==> src/rtl/tweb_pkg.sv <==
// Shared types and constants for the time-window event builder.
// Used by tweb_cfg, tweb_ctrl, tweb_dp and time_window_event_builder.
package tweb_pkg;

  localparam int NUM_BOARDS_DEF = 4;
  localparam int CHANNELS       = 16;
  localparam int CH_W           = 4;
  localparam int TS_W           = 48;
  localparam int NS_W           = 52;
  localparam int CFG_AW         = 5;

  localparam logic [31:0] WINDOW_RST = 32'd1000;
  localparam logic [2:0]  REG_WINDOW = 3'd0;

  localparam logic [9:0] RATE_100 = 10'd100;
  localparam logic [9:0] RATE_250 = 10'd250;
  localparam logic [9:0] RATE_500 = 10'd500;

  localparam logic [6:0] FIRST_SLOT = 7'd2;

  typedef struct packed {
    logic [9:0]         rate;
    logic [15:0]        energy;
    logic [TS_W-1:0]    ts;
    logic [1:0]         flags;
    logic signed [15:0] cfd_fraction;
    logic signed [15:0] cfd_source;
  } slot_entry_t;

  typedef struct packed {
    logic load_in;
    logic scale;
    logic track;
    logic open;
    logic store;
    logic sweep;
    logic emit_load;
    logic close;
  } dp_cmd_t;

  typedef struct packed {
    logic flush;
    logic in_window;
    logic out_free;
    logic last_slot;
  } dp_status_t;

  typedef logic [7:0][5:0] first_board_t;

endpackage

==> src/rtl/tweb_cfg.sv <==
// Configuration registers behind an APB-style port: window and crate offsets.
// Depends on tweb_pkg.
module tweb_cfg import tweb_pkg::*; (
  input  logic              clk,
  input  logic              rst_n,
  input  logic              psel,
  input  logic              penable,
  input  logic              pwrite,
  input  logic [CFG_AW-1:0] paddr,
  input  logic [31:0]       pwdata,
  output logic [31:0]       prdata,
  output logic              pready,
  output logic [31:0]       window_ns,
  output first_board_t      first_board
);

  logic [31:0]  window_r;
  first_board_t first_r;
  logic [2:0]   reg_idx;
  logic         wr_en;

  assign reg_idx = paddr[CFG_AW-1:2];
  assign wr_en   = psel && penable && pwrite;
  assign pready  = 1'b1;

  always_ff @(posedge clk) begin
    if (!rst_n) begin
      window_r <= WINDOW_RST;
      first_r  <= '0;
    end else if (wr_en) begin
      if (reg_idx == REG_WINDOW) begin
        window_r <= pwdata;
      end else begin
        first_r[reg_idx] <= pwdata[5:0];
      end
    end
  end

  always_comb begin
    unique case (reg_idx)
      REG_WINDOW: prdata = window_r;
      default:    prdata = {26'b0, first_r[reg_idx]};
    endcase
  end

  assign window_ns   = window_r;
  assign first_board = first_r;

endmodule

==> config.mk <==
export PLATFORM = sky130hd
export DESIGN_NAME = tweb_cfg
export DESIGN_NICKNAME = d
export VERILOG_FILES = /design/src/rtl/tweb_pkg.sv /design/src/rtl/tweb_cfg.sv
export SDC_FILE = /design/constraint.sdc
export NUM_CORES = 1
export LEC_CHECK = 0
export ABC_AREA = 1
export ABC_CLOCK_PERIOD_IN_PS = 1400
export BUFFER_PORTS_ARGS = -buffer_cell sky130_fd_sc_hd__buf_2
export CORE_ASPECT_RATIO = 2
export CORE_MARGIN = 4
export CORE_UTILIZATION = 44
export DETAILED_ROUTE_END_ITERATION = 8
export GPL_TIMING_DRIVEN = 0
export PLACE_DENSITY_LB_ADDON = 0.05
export SLEW_MARGIN = 20
export SYNTH_ARGS = -nofsm -noshare
export SYNTH_HDL_FRONTEND = slang
export SYNTH_SLANG_ARGS = --single-unit
==> constraint.sdc <==
create_clock -name clk -period 1.4 [get_ports clk]
set_input_delay 0.35 -clock clk [delete_from_list [all_inputs] [get_ports clk]]
set_output_delay 0.35 -clock clk [all_outputs]
set_load 0.005 [all_outputs]
* Yosys cells after proc, flatten, opt, wreduce, memory -nomap -nowiden
Cells that the tools add are included.
** Word-level totals
- Bits in registers :: 80
- Input bits :: 42
** Operators by class
- Order comparisons :: 2
- Muxes and demuxes :: 6
- Bitwise operators :: 1
- Reduce and logical (&&, ||, !) cells :: 6
** Operators by type and width (count)
- bitwise mux 48 bit :: 1
- 2-to-1 mux 32 bit :: 1
- binary-select mux 6 bit (select 3 bit) :: 1
- demux 6 bit (select 3 bit) :: 1
- 2-to-1 mux 6 bit :: 2
- < comparator 3 x 4 -> 1 bit, second input constant :: 1
- AND reduction 2 bit :: 2
- greater-or-equal comparator 3 x 1 -> 1 bit, second input constant :: 1
- logical AND 1 bit :: 3
- logical NOT 3 bit :: 1
- NOT 1 bit :: 1

* Longest topological paths before layout
- Depth after elaboration :: 5
- Gate-level depth with buffers :: 9

* Worst setup path after synthesis
OpenSTA, ideal clock, no wires.
- Path type :: input -> output
- From :: input port paddr[3]
- To :: output port prdata[3]
- Data arrival time :: 1069 ps
- Required time :: 1050 ps
- Slack :: -19 ps
- Cell stages on the path :: 7
- Path buffers :: 2
- Cell sequence :: buf_4 -> nor2_4 -> buf_2 -> nand3_1 -> nand2_1 -> nor2_1 -> nand2_1
** Between the ends
- Word-level cells in the longest chain between the ends :: 3
- Elaborated cells between the ends (all ways) :: 4
- Those cells by class :: 3 x mux; 1 x reduce/logical
** RTL lines
- start, declared :: line tweb_cfg.sv:9 : input logic [CFG_AW-1:0] paddr,
- binary-select mux 6 bit (select 3 bit) :: line tweb_cfg.sv:42 : default: prdata = {26'b0, first_r[reg_idx]};
- 2-to-1 mux 6 bit (not written as such) :: line tweb_cfg.sv:42
- 2-to-1 mux 32 bit * :: line tweb_cfg.sv:40 : unique case (reg_idx)
- end, declared :: line tweb_cfg.sv:11 : output logic [31:0] prdata,
Every way passes the cells marked *; elsewhere a longest branch is shown, timed or not. The select of a mux whose other input is x is not followed.

* Final worst setup path
- From :: input port paddr[2]
- To :: output port prdata[4]
Same word-level chain as after synthesis.

==> impl_summary.txt <==
----------------------------------------------------
[Final layout]
  Final layout net count ... 858
  Final Cell Area ... 5683 um^2
  Most common cell after layout, fill and taps aside ... nand2_1
  Share of post-route cells with drive strength above 1 ... 33.62%
  Commonest cells after routing, fill and taps aside ... nand2_1 (181), buf_2 (152), nor2_1 (147)
  FILL cells ... 853
  Area growth from synthesis to layout ... 42.29%

[Critical path]
  Launching element type of the critical path ... primary input
  Required time of the worst setup path ... 1.05 ns
  Depth of the most critical reg-to-reg path ... 2
  Startpoint of the most critical register-to-register path ... first_board[6]$_SDFFE_PN0P_
  Nature of the critical path endpoint ... output pin
  Max Fanout on Critical Path ... 8
  Worst path arrival time ... 1.30 ns
  Capture point of the worst reg-to-reg path ... first_board[6]$_SDFFE_PN0P_
  Maximum cell stage delay along the critical path ... 0.13 ns
  Critical path, cell by cell ... buf_12, clkinv_8, buf_12, buf_8, nand2_1, nand2_2, nand2_1, nand2_2, nand2_2, nand2_1, buf_2
  Register-to-register setup slack ... 0.76 ns
  First element of the critical path ... paddr[2]
  Critical path start-end classification ... primary input to output pin
  Master of the slowest instance on the critical path ... buf_12

[Worst hold path]
  Worst hold path stage count ... 3
  Worst hold path class ... primary input to flip-flop
  Destination of the worst hold path ... window_ns[9]$_SDFFE_PN1P_
  Hold wc startpoint ... pwdata[9]

[Place]
  # port buffers ... 149
  Hpwl dp ... 10090 um
  Last weighted congestion value of the routability-driven placer ... 0.9158
  Placed Instance Area ... 4870 um^2

[Detailed routing]
  Detailed-route vias per instance ... 4.831
  Post-route DRC violation count ... 0
  Drt initial violations ... 296
  Final WL ... 13610 um
  WL per Instance ... 14.73 um
  Routed Antenna Nets ... 0
  1st-pass router iterations ... 5
  Number of vias after detailed routing ... 4464

[Pwr]
  Worst vdd rail ir drop ... 0.6745 mV
  Static Leak ... 3.011 nW
  Power density over cell area ... 973.4 nW/um^2

[Synthesis]
  Synthesized netlist cell count ... 638
  Cell area after synthesis ... 3994 um^2
  Post-Syn Area per Cell ... 6.260 um^2
  Portion of the post-synthesis area used by sequential elements ... 40.10%
  Synth Register Bits ... 80
  Number of distinct library cell variants in the gate-level netlist after synthesis ... 19
  Yosys synthesis warning count ... 0
  Mapped Nets ... 680

[CTS]
  Maximum buffer depth of the clock tree ... 2
  TritonCTS clock tree ... yes
  Number of clock buffers inserted by TritonCTS ... 9
  H-Tree Depth ... 3
  Clock insertion delay at the later pin of the skew report ... 0.34 ns
  Cell chosen for the clock root ... clkbuf_16
  Num Clock Sinks ... 80
  Post-CTS Hold Fix Bufs ... 0
  Clock edge transition at the registers on the reported setup and hold paths ... 0.06 ns

[Timing]
  Final count of pins violating max slew ... 0
  Accumulated negative setup slack ... -3.180 ns
  Actual slew at the worst max-slew pin ... 0.5521 ns
  Setup repair after global routing missed its margin ... yes
  Slew headroom ... 63.19%
  Clock skew after layout ... 0 ns
  Hold Violations, Final ... 0
  Post-route clock period utilization ... 117.6%
  Final setup margin ... -0.2468 ns
  Fmax ... 607.2 MHz
  Final setup violating endpoints ... 32
  Final critical-path required period ... 1.647 ns

[Floorplan]
  Die ar. ... 10760 um^2
  Floorplan die height ... 142.7 um
  IO Count ... 155
  X dimension of the die ... 75.37 um
  Core area ... 8951 um^2
  Number of placement rows ... 49
  Starting density of the core ... 44.62%

[Run status]
  Run status ... finished, violations left
  Violations in the final reports ... negative setup slack

[Global routing]
  Largest net degree at the start of global routing ... 16
  Leftover overflow at the end of global routing ... 0
  Antenna violations before repair ... 1
  Overall Global Routing Usage ... 26.13%
  Number of global-route vias before repair ... 4352
  Global-route wire length before repair ... 21340 um

[Flow run]
  Count of max-cap constraint violations ... 0

----------------------------------------------------
metal layers:
layer | vias up | global-route usage [%] | share of wire (%)
met5 | - | 0 | 0
met2 | 176 | 47.56 | 55
met3 | 37 | 5.144 | 5.5
li1 | 2275 | - | -
met1 | 1976 | 26.67 | 34
met4 | 0 | 13.92 | 4.9
cell families after synthesis:
group	after synthesis	share of synthesized area, %
AOI/OAI and AO/OA	2	0.2506
buffers and inverters	100	12.12
DFF	80	40.10
other	1	0.09389
and+or+nand+nor	455	47.43
state kept, by name, indices dropped and copies added (netlist names):
signal	count
first_board	48
window_ns	32
per-stage QoR:
| step | setup slack [ns] | total power, W | hold slack (ns) | utilization (%) | cells |
|---|---|---|---|---|---|
| 2_1_floorplan | -0.01348 | 0.002667 | 0.4235 | - | 638 |
| 4_1_cts | -0.2222 | 0.005539 | 0.2108 | 61.34 | 920 |
| 3_5_place_dp | -0.5222 | 0.002861 | 0.4183 | 54.40 | 889 |
| 3_3_place_gp | -0.5174 | 0.002856 | 0.4136 | 54.40 | 889 |
| 5_1_grt | -0.2654 | 0.005735 | 0.2257 | 63.49 | 924 |
| 6_report | -0.2468 | 0.005532 | 0.2204 | 63.49 | 924 |
cells in the mapped netlist:
master | n | area share [%]
a21oi_1 | 2 | 0.25
buf_1 | 6 | 0.56
buf_2 | 9 | 1.1
buf_4 | 4 | 0.75
buf_6 | 11 | 3.1
clkbuf_1 | 6 | 0.56
conb_1 | 1 | 0.094
dfxtp_1 | 80 | 40
inv_1 | 61 | 5.7
inv_2 | 3 | 0.28
nand2_1 | 196 | 18
nand2_4 | 1 | 0.28
nand3_1 | 70 | 8.8
nand3_4 | 2 | 0.88
nand4_1 | 4 | 0.63
nor2_1 | 172 | 16
nor2_2 | 6 | 0.94
nor2_4 | 3 | 0.85
nor2_8 | 1 | 0.50
worst max-delay path: cells and delay by family:
| family | cells | cell delay (ns) |
|---|---|---|
| buffers and inverters | 5 | 0.52 |
| AND/OR/NAND/NOR | 6 | 0.42 |
where the power goes:
group          total, W  internal, W  switching (W)  leakage [nW]
clock           0.00261      0.00158        0.00102         0.157
sequential      0.00233      0.00230      0.0000236         0.650
combinational  0.000599     0.000251       0.000348          2.20
cell type report:
class                   count  area (um^2)  share of cell area, %
inverters                  64        252.7                  4.447
clock inverters             7        102.6                  1.805
well taps                 102        127.6                  2.246
diodes                      1        2.502                0.04403
plain buffers              36        322.8                  5.680
multi-input cells         458         2052                  36.11
flip-flops and latches     80         1613                  28.38
clock buffers               9        225.2                  3.963
repair buffers            167        984.7                  17.33
what timing repair did:
action	4_1_cts	5_1_grt
gates resized for setup	45	48
gates cloned	3	1
pin swaps	9	15
endpoints found under the setup margin	32	32
buffers inserted	12	2
worst max path at each step:
stage,cells after the start,slack [ns],endpoint
3_3_place_gp,11,-0.52,prdata[3]
5_1_grt,11,-0.27,prdata[4]
4_1_cts,11,-0.22,prdata[3]
3_5_place_dp,11,-0.52,prdata[3]
2_1_floorplan,5,-0.01,prdata[10]
6_report,11,-0.25,prdata[4]
Power figures use the tool's default switching activity.
