--- src/rtl/tweb_pkg.sv ---
// Shared types and constants for the time-window event builder.
// Used by tweb_cfg, tweb_ctrl, tweb_dp and time_window_event_builder.
package tweb_pkg;

  localparam int NUM_BOARDS_DEF = 4;
  localparam int CHANNELS       = 16;
  localparam int CH_W           = 4;
  localparam int TS_W           = 48;
  localparam int NS_W           = 52;
  localparam int CFG_AW         = 5;

  localparam logic [31:0] WINDOW_RST = 32'd1000;
  localparam logic [2:0]  REG_WINDOW = 3'd0;

  localparam logic [9:0] RATE_100 = 10'd100;
  localparam logic [9:0] RATE_250 = 10'd250;
  localparam logic [9:0] RATE_500 = 10'd500;

  localparam logic [6:0] FIRST_SLOT = 7'd2;

  typedef struct packed {
    logic [9:0]         rate;
    logic [15:0]        energy;
    logic [TS_W-1:0]    ts;
    logic [1:0]         flags;
    logic signed [15:0] cfd_fraction;
    logic signed [15:0] cfd_source;
  } slot_entry_t;

  typedef struct packed {
    logic load_in;
    logic scale;
    logic track;
    logic open;
    logic store;
    logic sweep;
    logic emit_load;
    logic close;
  } dp_cmd_t;

  typedef struct packed {
    logic flush;
    logic in_window;
    logic out_free;
    logic last_slot;
  } dp_status_t;

  typedef logic [7:0][5:0] first_board_t;

endpackage

--- src/rtl/tweb_ctrl.sv ---
// Controller state machine for the event builder.
// Depends on tweb_pkg; drives tweb_dp through dp_cmd_t.
module tweb_ctrl import tweb_pkg::*; (
  input  logic       clk,
  input  logic       rst_n,
  input  logic       in_valid,
  input  dp_status_t status,
  output logic       in_stall,
  output dp_cmd_t    cmd
);

  typedef enum logic [8:0] {
    S_IDLE    = 9'b000000001,
    S_SCALE   = 9'b000000010,
    S_EVAL    = 9'b000000100,
    S_CMP     = 9'b000001000,
    S_OPEN    = 9'b000010000,
    S_STORE   = 9'b000100000,
    S_EMIT_RD = 9'b001000000,
    S_EMIT_LD = 9'b010000000,
    S_CLOSE   = 9'b100000000
  } state_t;

  state_t state_r, state_nxt;
  logic   open_r, open_nxt;

  always_ff @(posedge clk) begin
    if (!rst_n) begin
      state_r <= S_IDLE;
      open_r  <= 1'b0;
    end else begin
      state_r <= state_nxt;
      open_r  <= open_nxt;
    end
  end

  always_comb begin
    state_nxt = state_r;
    open_nxt  = open_r;
    cmd       = '0;
    unique case (state_r)
      S_IDLE: begin
        if (in_valid) begin
          cmd.load_in = 1'b1;
          state_nxt   = S_SCALE;
        end
      end
      S_SCALE: begin
        cmd.scale = 1'b1;
        state_nxt = S_EVAL;
      end
      S_EVAL: begin
        if (status.flush) begin
          state_nxt = open_r ? S_EMIT_RD : S_IDLE;
        end else if (!open_r) begin
          state_nxt = S_OPEN;
        end else begin
          cmd.track = 1'b1;
          state_nxt = S_CMP;
        end
      end
      S_CMP: begin
        state_nxt = status.in_window ? S_STORE : S_EMIT_RD;
      end
      S_OPEN: begin
        cmd.open  = 1'b1;
        open_nxt  = 1'b1;
        state_nxt = S_STORE;
      end
      S_STORE: begin
        cmd.store = 1'b1;
        state_nxt = S_IDLE;
      end
      S_EMIT_RD: begin
        cmd.sweep = 1'b1;
        state_nxt = S_EMIT_LD;
      end
      S_EMIT_LD: begin
        cmd.sweep = 1'b1;
        if (status.out_free) begin
          cmd.emit_load = 1'b1;
          state_nxt     = status.last_slot ? S_CLOSE : S_EMIT_RD;
        end
      end
      S_CLOSE: begin
        cmd.close = 1'b1;
        if (status.flush) begin
          open_nxt  = 1'b0;
          state_nxt = S_IDLE;
        end else begin
          state_nxt = S_OPEN;
        end
      end
      default: state_nxt = S_IDLE;
    endcase
  end

  assign in_stall = (state_r != S_IDLE);

endmodule

--- config.mk ---
export PLATFORM = sky130hd
export DESIGN_NAME = tweb_ctrl
export DESIGN_NICKNAME = d
export VERILOG_FILES = /design/src/rtl/tweb_pkg.sv /design/src/rtl/tweb_ctrl.sv
export SDC_FILE = /design/constraint.sdc
export NUM_CORES = 1
export LEC_CHECK = 0
export ABC_AREA = 1
export BUFFER_PORTS_ARGS = -buffer_cell sky130_fd_sc_hd__buf_2
export CORE_MARGIN = 2
export CORE_UTILIZATION = 50
export CTS_CLUSTER_SIZE = 20
export DETAILED_ROUTE_END_ITERATION = 12
export GPL_ROUTABILITY_DRIVEN = 0
export PLACE_DENSITY_LB_ADDON = 0.2
export SLEW_MARGIN = 40
export SYNTH_ARGS = -nofsm -noshare
export SYNTH_HDL_FRONTEND = slang
export SYNTH_SLANG_ARGS = --single-unit
--- constraint.sdc ---
create_clock -name clk -period 1.5 [get_ports clk]
set_input_delay 0.3 -clock clk [delete_from_list [all_inputs] [get_ports clk]]
set_output_delay 0.3 -clock clk [all_outputs]
set_load 0.05 [all_outputs]
======== Yosys cells after proc, flatten, opt, wreduce, memory -nomap -nowiden ========
Index checks and enable logic that the tools add are counted.
word-level totals
  register bits ........................... 10
  input bits .............................. 7
  output and inout port bits .............. 9
  word-level logic and storage cells ...... 42
operators by class
  multiplexer cells ....................... 23
  equal/unequal tests ..................... 13
  reductions and logical operators ........ 4
operators with widths
  operator                                                          count
  9-bit one-hot mux with 8 select lines                             1
  9-bit 2-to-1 mux                                                  4
  7-bit 2-to-1 mux                                                  2
  1-bit 2-to-1 mux                                                  13
  5-bit 2-to-1 mux                                                  2
  9-bit by 1-bit == test with 1-bit output (second input constant)  1
  9-bit by 2-bit == test with 1-bit output (second input constant)  1
  9-bit by 3-bit == test with 1-bit output (second input constant)  1
  9-bit by 4-bit == test with 1-bit output (second input constant)  1
  9-bit by 5-bit == test with 1-bit output (second input constant)  1
  9-bit by 6-bit == test with 1-bit output (second input constant)  1
  9-bit by 7-bit == test with 1-bit output (second input constant)  1
  9-bit by 8-bit == test with 1-bit output (second input constant)  1
  9-bit == test (second input constant)                             1
  9-bit by 1-bit != test with 1-bit output (second input constant)  1
  2-bit != test (second input constant)                             3
  2-bit AND reduction                                               2
  1-bit one-hot mux with 2 select lines                             1
  2-bit nonzero test                                                1
  2-bit OR reduction                                                1

======== Depth between registers and ports, before layout ========
  depth after elaboration ................. 3
  mapped depth ............................ 9
  gate-level depth less buffers ........... 9

======== Worst setup path after synthesis ========
OpenSTA, ideal clock, no wires.
  path type ............................... register -> output
  start point ............................. register state_r[1]
  end point ............................... output cmd[3] (netlist bit)
  arrival time ............................ 2044 ps
  data required time ...................... 1200 ps
  slack ................................... -844 ps
  cell stages (with the launch flop) ...... 4
  cells stage by stage .................... dfxtp_1 nor2_4 nand3_2 nor4_1
RTL lines
  item                    line             RTL
  from (decl)             tweb_ctrl.sv:24  state_t state_r, state_nxt;
  from (signal assigned)  tweb_ctrl.sv:32  state_r <= state_nxt;
  to (decl)               tweb_ctrl.sv:9   output dp_cmd_t cmd

==> results by group <==
Detailed routing
  • Via Count: around 760
  • Final ANT Viol Nets: 0
  • DR vias/cell: 5.122
  • Drt pass-1 iters: 4
  • DRC: 0
  • Drt total wl: around 1900 um
  • DR iter-0 viols: 32
  • Avg WL per Cell: 13.01 um

Worst hold path
  • Hold Crit Class: in2reg

STA
  • Hold Slack: 255.2 ps
  • Worst-Margin Slew: 297.9 ps
  • Layout Skew: 5.910 ps
  • Final min period: 1674 ps
  • Setup_tns: -857.2 ps
  • Slew Limit Fails: 0
  • Endpoints failing setup: 9
  • Crit share post-route: 111.6%
  • Setup ws final: -173.9 ps
  • Final hold vios: 0
  • Timing-limited maximum frequency: 0.5974 GHz
  • Max_slew headroom: about four fifths
  • RSZ-0062 raised after global routing: yes

Cells and area
  • Area Overhead vs Synth: 58.14%
  • Multi-input logic area: roughly 460 um2
  • Seq. cell area: roughly 210 um2
  • Fin area: 1045 um2
  • Post-Layout Cell Count: around 150
  • Fill cells: 74
  • # diodes: 0
  • Final #Nets: 142
  • Share of layout cells above drive strength 1: 55.64%

Global route
  • Vias in the first global route: 659
  • GRT overflow: 0
  • Initial antenna violation count: 0
  • GRT Resource Usage Total: between 20% and 30%
  • Largest net degree at the start of global routing: 9
  • First-pass GRT wire length: 2863 um

Logic synthesis
  • Most used DFF post-synth: dfxtp_1
  • Synthesized cell area: 660.6 um2
  • Synth Area per Inst: about 6.6 um2
  • Yosys top cell by area: dfxtp_1
  • Ranking of synthesized cells by area: dfxtp_1, inv_1, nand2_1, nor2_1, nor2_4
  • Most common cell in the synthesized netlist: inv_1
  • Gate Count Post-Synth: 100
  • Cell variety after synth: 18
  • Seq/Total Area, Yosys: between 30% and 40%
  • Syn_nets: 107
  • EDFF count, synth: 0
  • Synthesized flop and latch total: 10
  • Post-synth ARST share: 0%
  • Commonest cells post-synth: inv_1, nand2_1, nor2_1
  • Share of the synthesized area in the top cell type: 30.30%
  • YS warnings: 0

Clock tree
  • Clock transition at the registers of the reported paths: 60 ps
  • CTS buffer count: 3
  • H-Tree Depth: 1
  • Clk sinks: 10
  • Largest buffer count on any clock path: 2
  • TritonCTS clock tree: done
  • Clk_lat worst skew: 270 ps
  • Hold buffers post-CTS: 0
  • Clock root buffer master: clkbuf_4

Outcome
  • Status: finished, violations left
  • Failing checks: setup timing

Worst setup path
  • CP max stage delay: 340 ps
  • Worst setup SP type: flop
  • Crit. End Element: output port
  • WP data arrival: 1370 ps
  • CP dominant cell by count: nor2_4
  • Critical path class: reg2out
  • Worst-path cell chain: nor2_4 > nand2_4 > nor2_4 > nand2_2 > nor3_4 > buf_6
  • Reg-to-reg slack, setup: 50 ps
  • CP max-delay cell: dfxtp_2
  • CP required: 1200 ps
  • Crit-path max FO: 3

Placed design
  • DP Cell Count: 134
  • Placed Area: 834.6 um2
  • # port buffers: 15
  • Worst slack at placement: -41.60 ps
  • Final HPWL DP: 1227 um

Floorplanning
  • Initial core utilization: between 50% and 60%
  • Die Y: approximately 40 um
  • Die ar.: 1628 um2
  • Core Region: 1269 um2
  • Row Count: 13
  • Chip width: ~40 um
  • Io pins: 16

Pwr
  • Cell Pwr Density: 839.9 nW/um2
  • Pleak: 0.5003 nW
  • VDD IR max: around 0.54 mV

Flow run
  • Max cap viols: 0
-- per-stage QoR --
| stage | total power [mW] | util, % |
|---|---|---|
| 2_1_floorplan | 0.5293 | - |
| 3_5_place_dp | 0.6018 | 65.78 |
| 5_1_grt | 0.9090 | 82.35 |
| 6_report | 0.8775 | 82.35 |
| 4_1_cts | 0.8647 | 80.18 |
| 3_3_place_gp | 0.5968 | 65.78 |
-- report_power, final --
part	leakage [nW]	total, mW	internal [mW]	switching (mW)
clock network	0.0138	0.192	0.0930	0.0986
registers	0.0837	0.297	0.281	0.0161
logic	0.403	0.389	0.154	0.234
total	0.500	0.878	0.528	0.349
-- registers in the layout (all words and copies together) (netlist names) --
signal,cells
open_r,1
state_r,9
-- critical path: cells and delay by family, from the launching register on --
family | cells | cell delay, ps
buf+inv | 1 | 180
simple gates | 5 | 580
flops | 1 | 340
-- repair_timing --
action | in CTS | in global routing
pin swaps | 8 | 3
resized for setup | 33 | 7
endpoints found under the setup margin | 9 | 11
buffers inserted | 9 | 2
endpoints found under the hold margin | 0 | 0
-- per-layer routing --
metal	track usage, %	vias to the layer above	share of wire [%]
li1	-	377	-
met1	31.44	344	40
met2	45.24	30	52
met3	7.222	7	4.9
met4	22.50	0	3.0
met5	0	-	0
-- kinds of logic (layout without fill, tap and decap cells) --
| family | Yosys count | count (layout) | synth area share (%) |
|---|---|---|---|
| AO/OA/AOI/OAI | 5 | 5 | 3.786 |
| buffers and inverters | 21 | 54 | 11.93 |
| flip-flops | 10 | 10 | 30.30 |
| AND/OR/NAND/NOR | 64 | 64 | 53.97 |
-- cell usage in the layout (no fill, tap or decap), types with 5 or more instances in the layout --
master | netlist | layout
inv_2 | 1 | 6
buf_4 | 0 | 15
buf_6 | 0 | 7
dfxtp_2 | 0 | 7
nor2_2 | 4 | 5
inv_1 | 20 | 15
nor2_4 | 4 | 8
nor2_1 | 14 | 9
buf_2 | 0 | 6
nand2_1 | 18 | 17
-- path summary, 6_finish.rpt --
check	start	to	cells past startpoint
hold reg to reg	open_r	open_r	2
setup reg to reg	state_r[3]	state_r[0]	10
hold / removal	rst_n	state_r[0]	2
setup / recovery	state_r[0]	cmd[5]	6
-- final cells by class --
type	instances	share of cell area, %
timing repair buffer	30	24.07
inverter	21	7.545
multi-input combinational	69	44.43
sequential	10	20.00
tap	15	1.796
clock buffer	3	2.156
(Power assumes the default switching activity.)
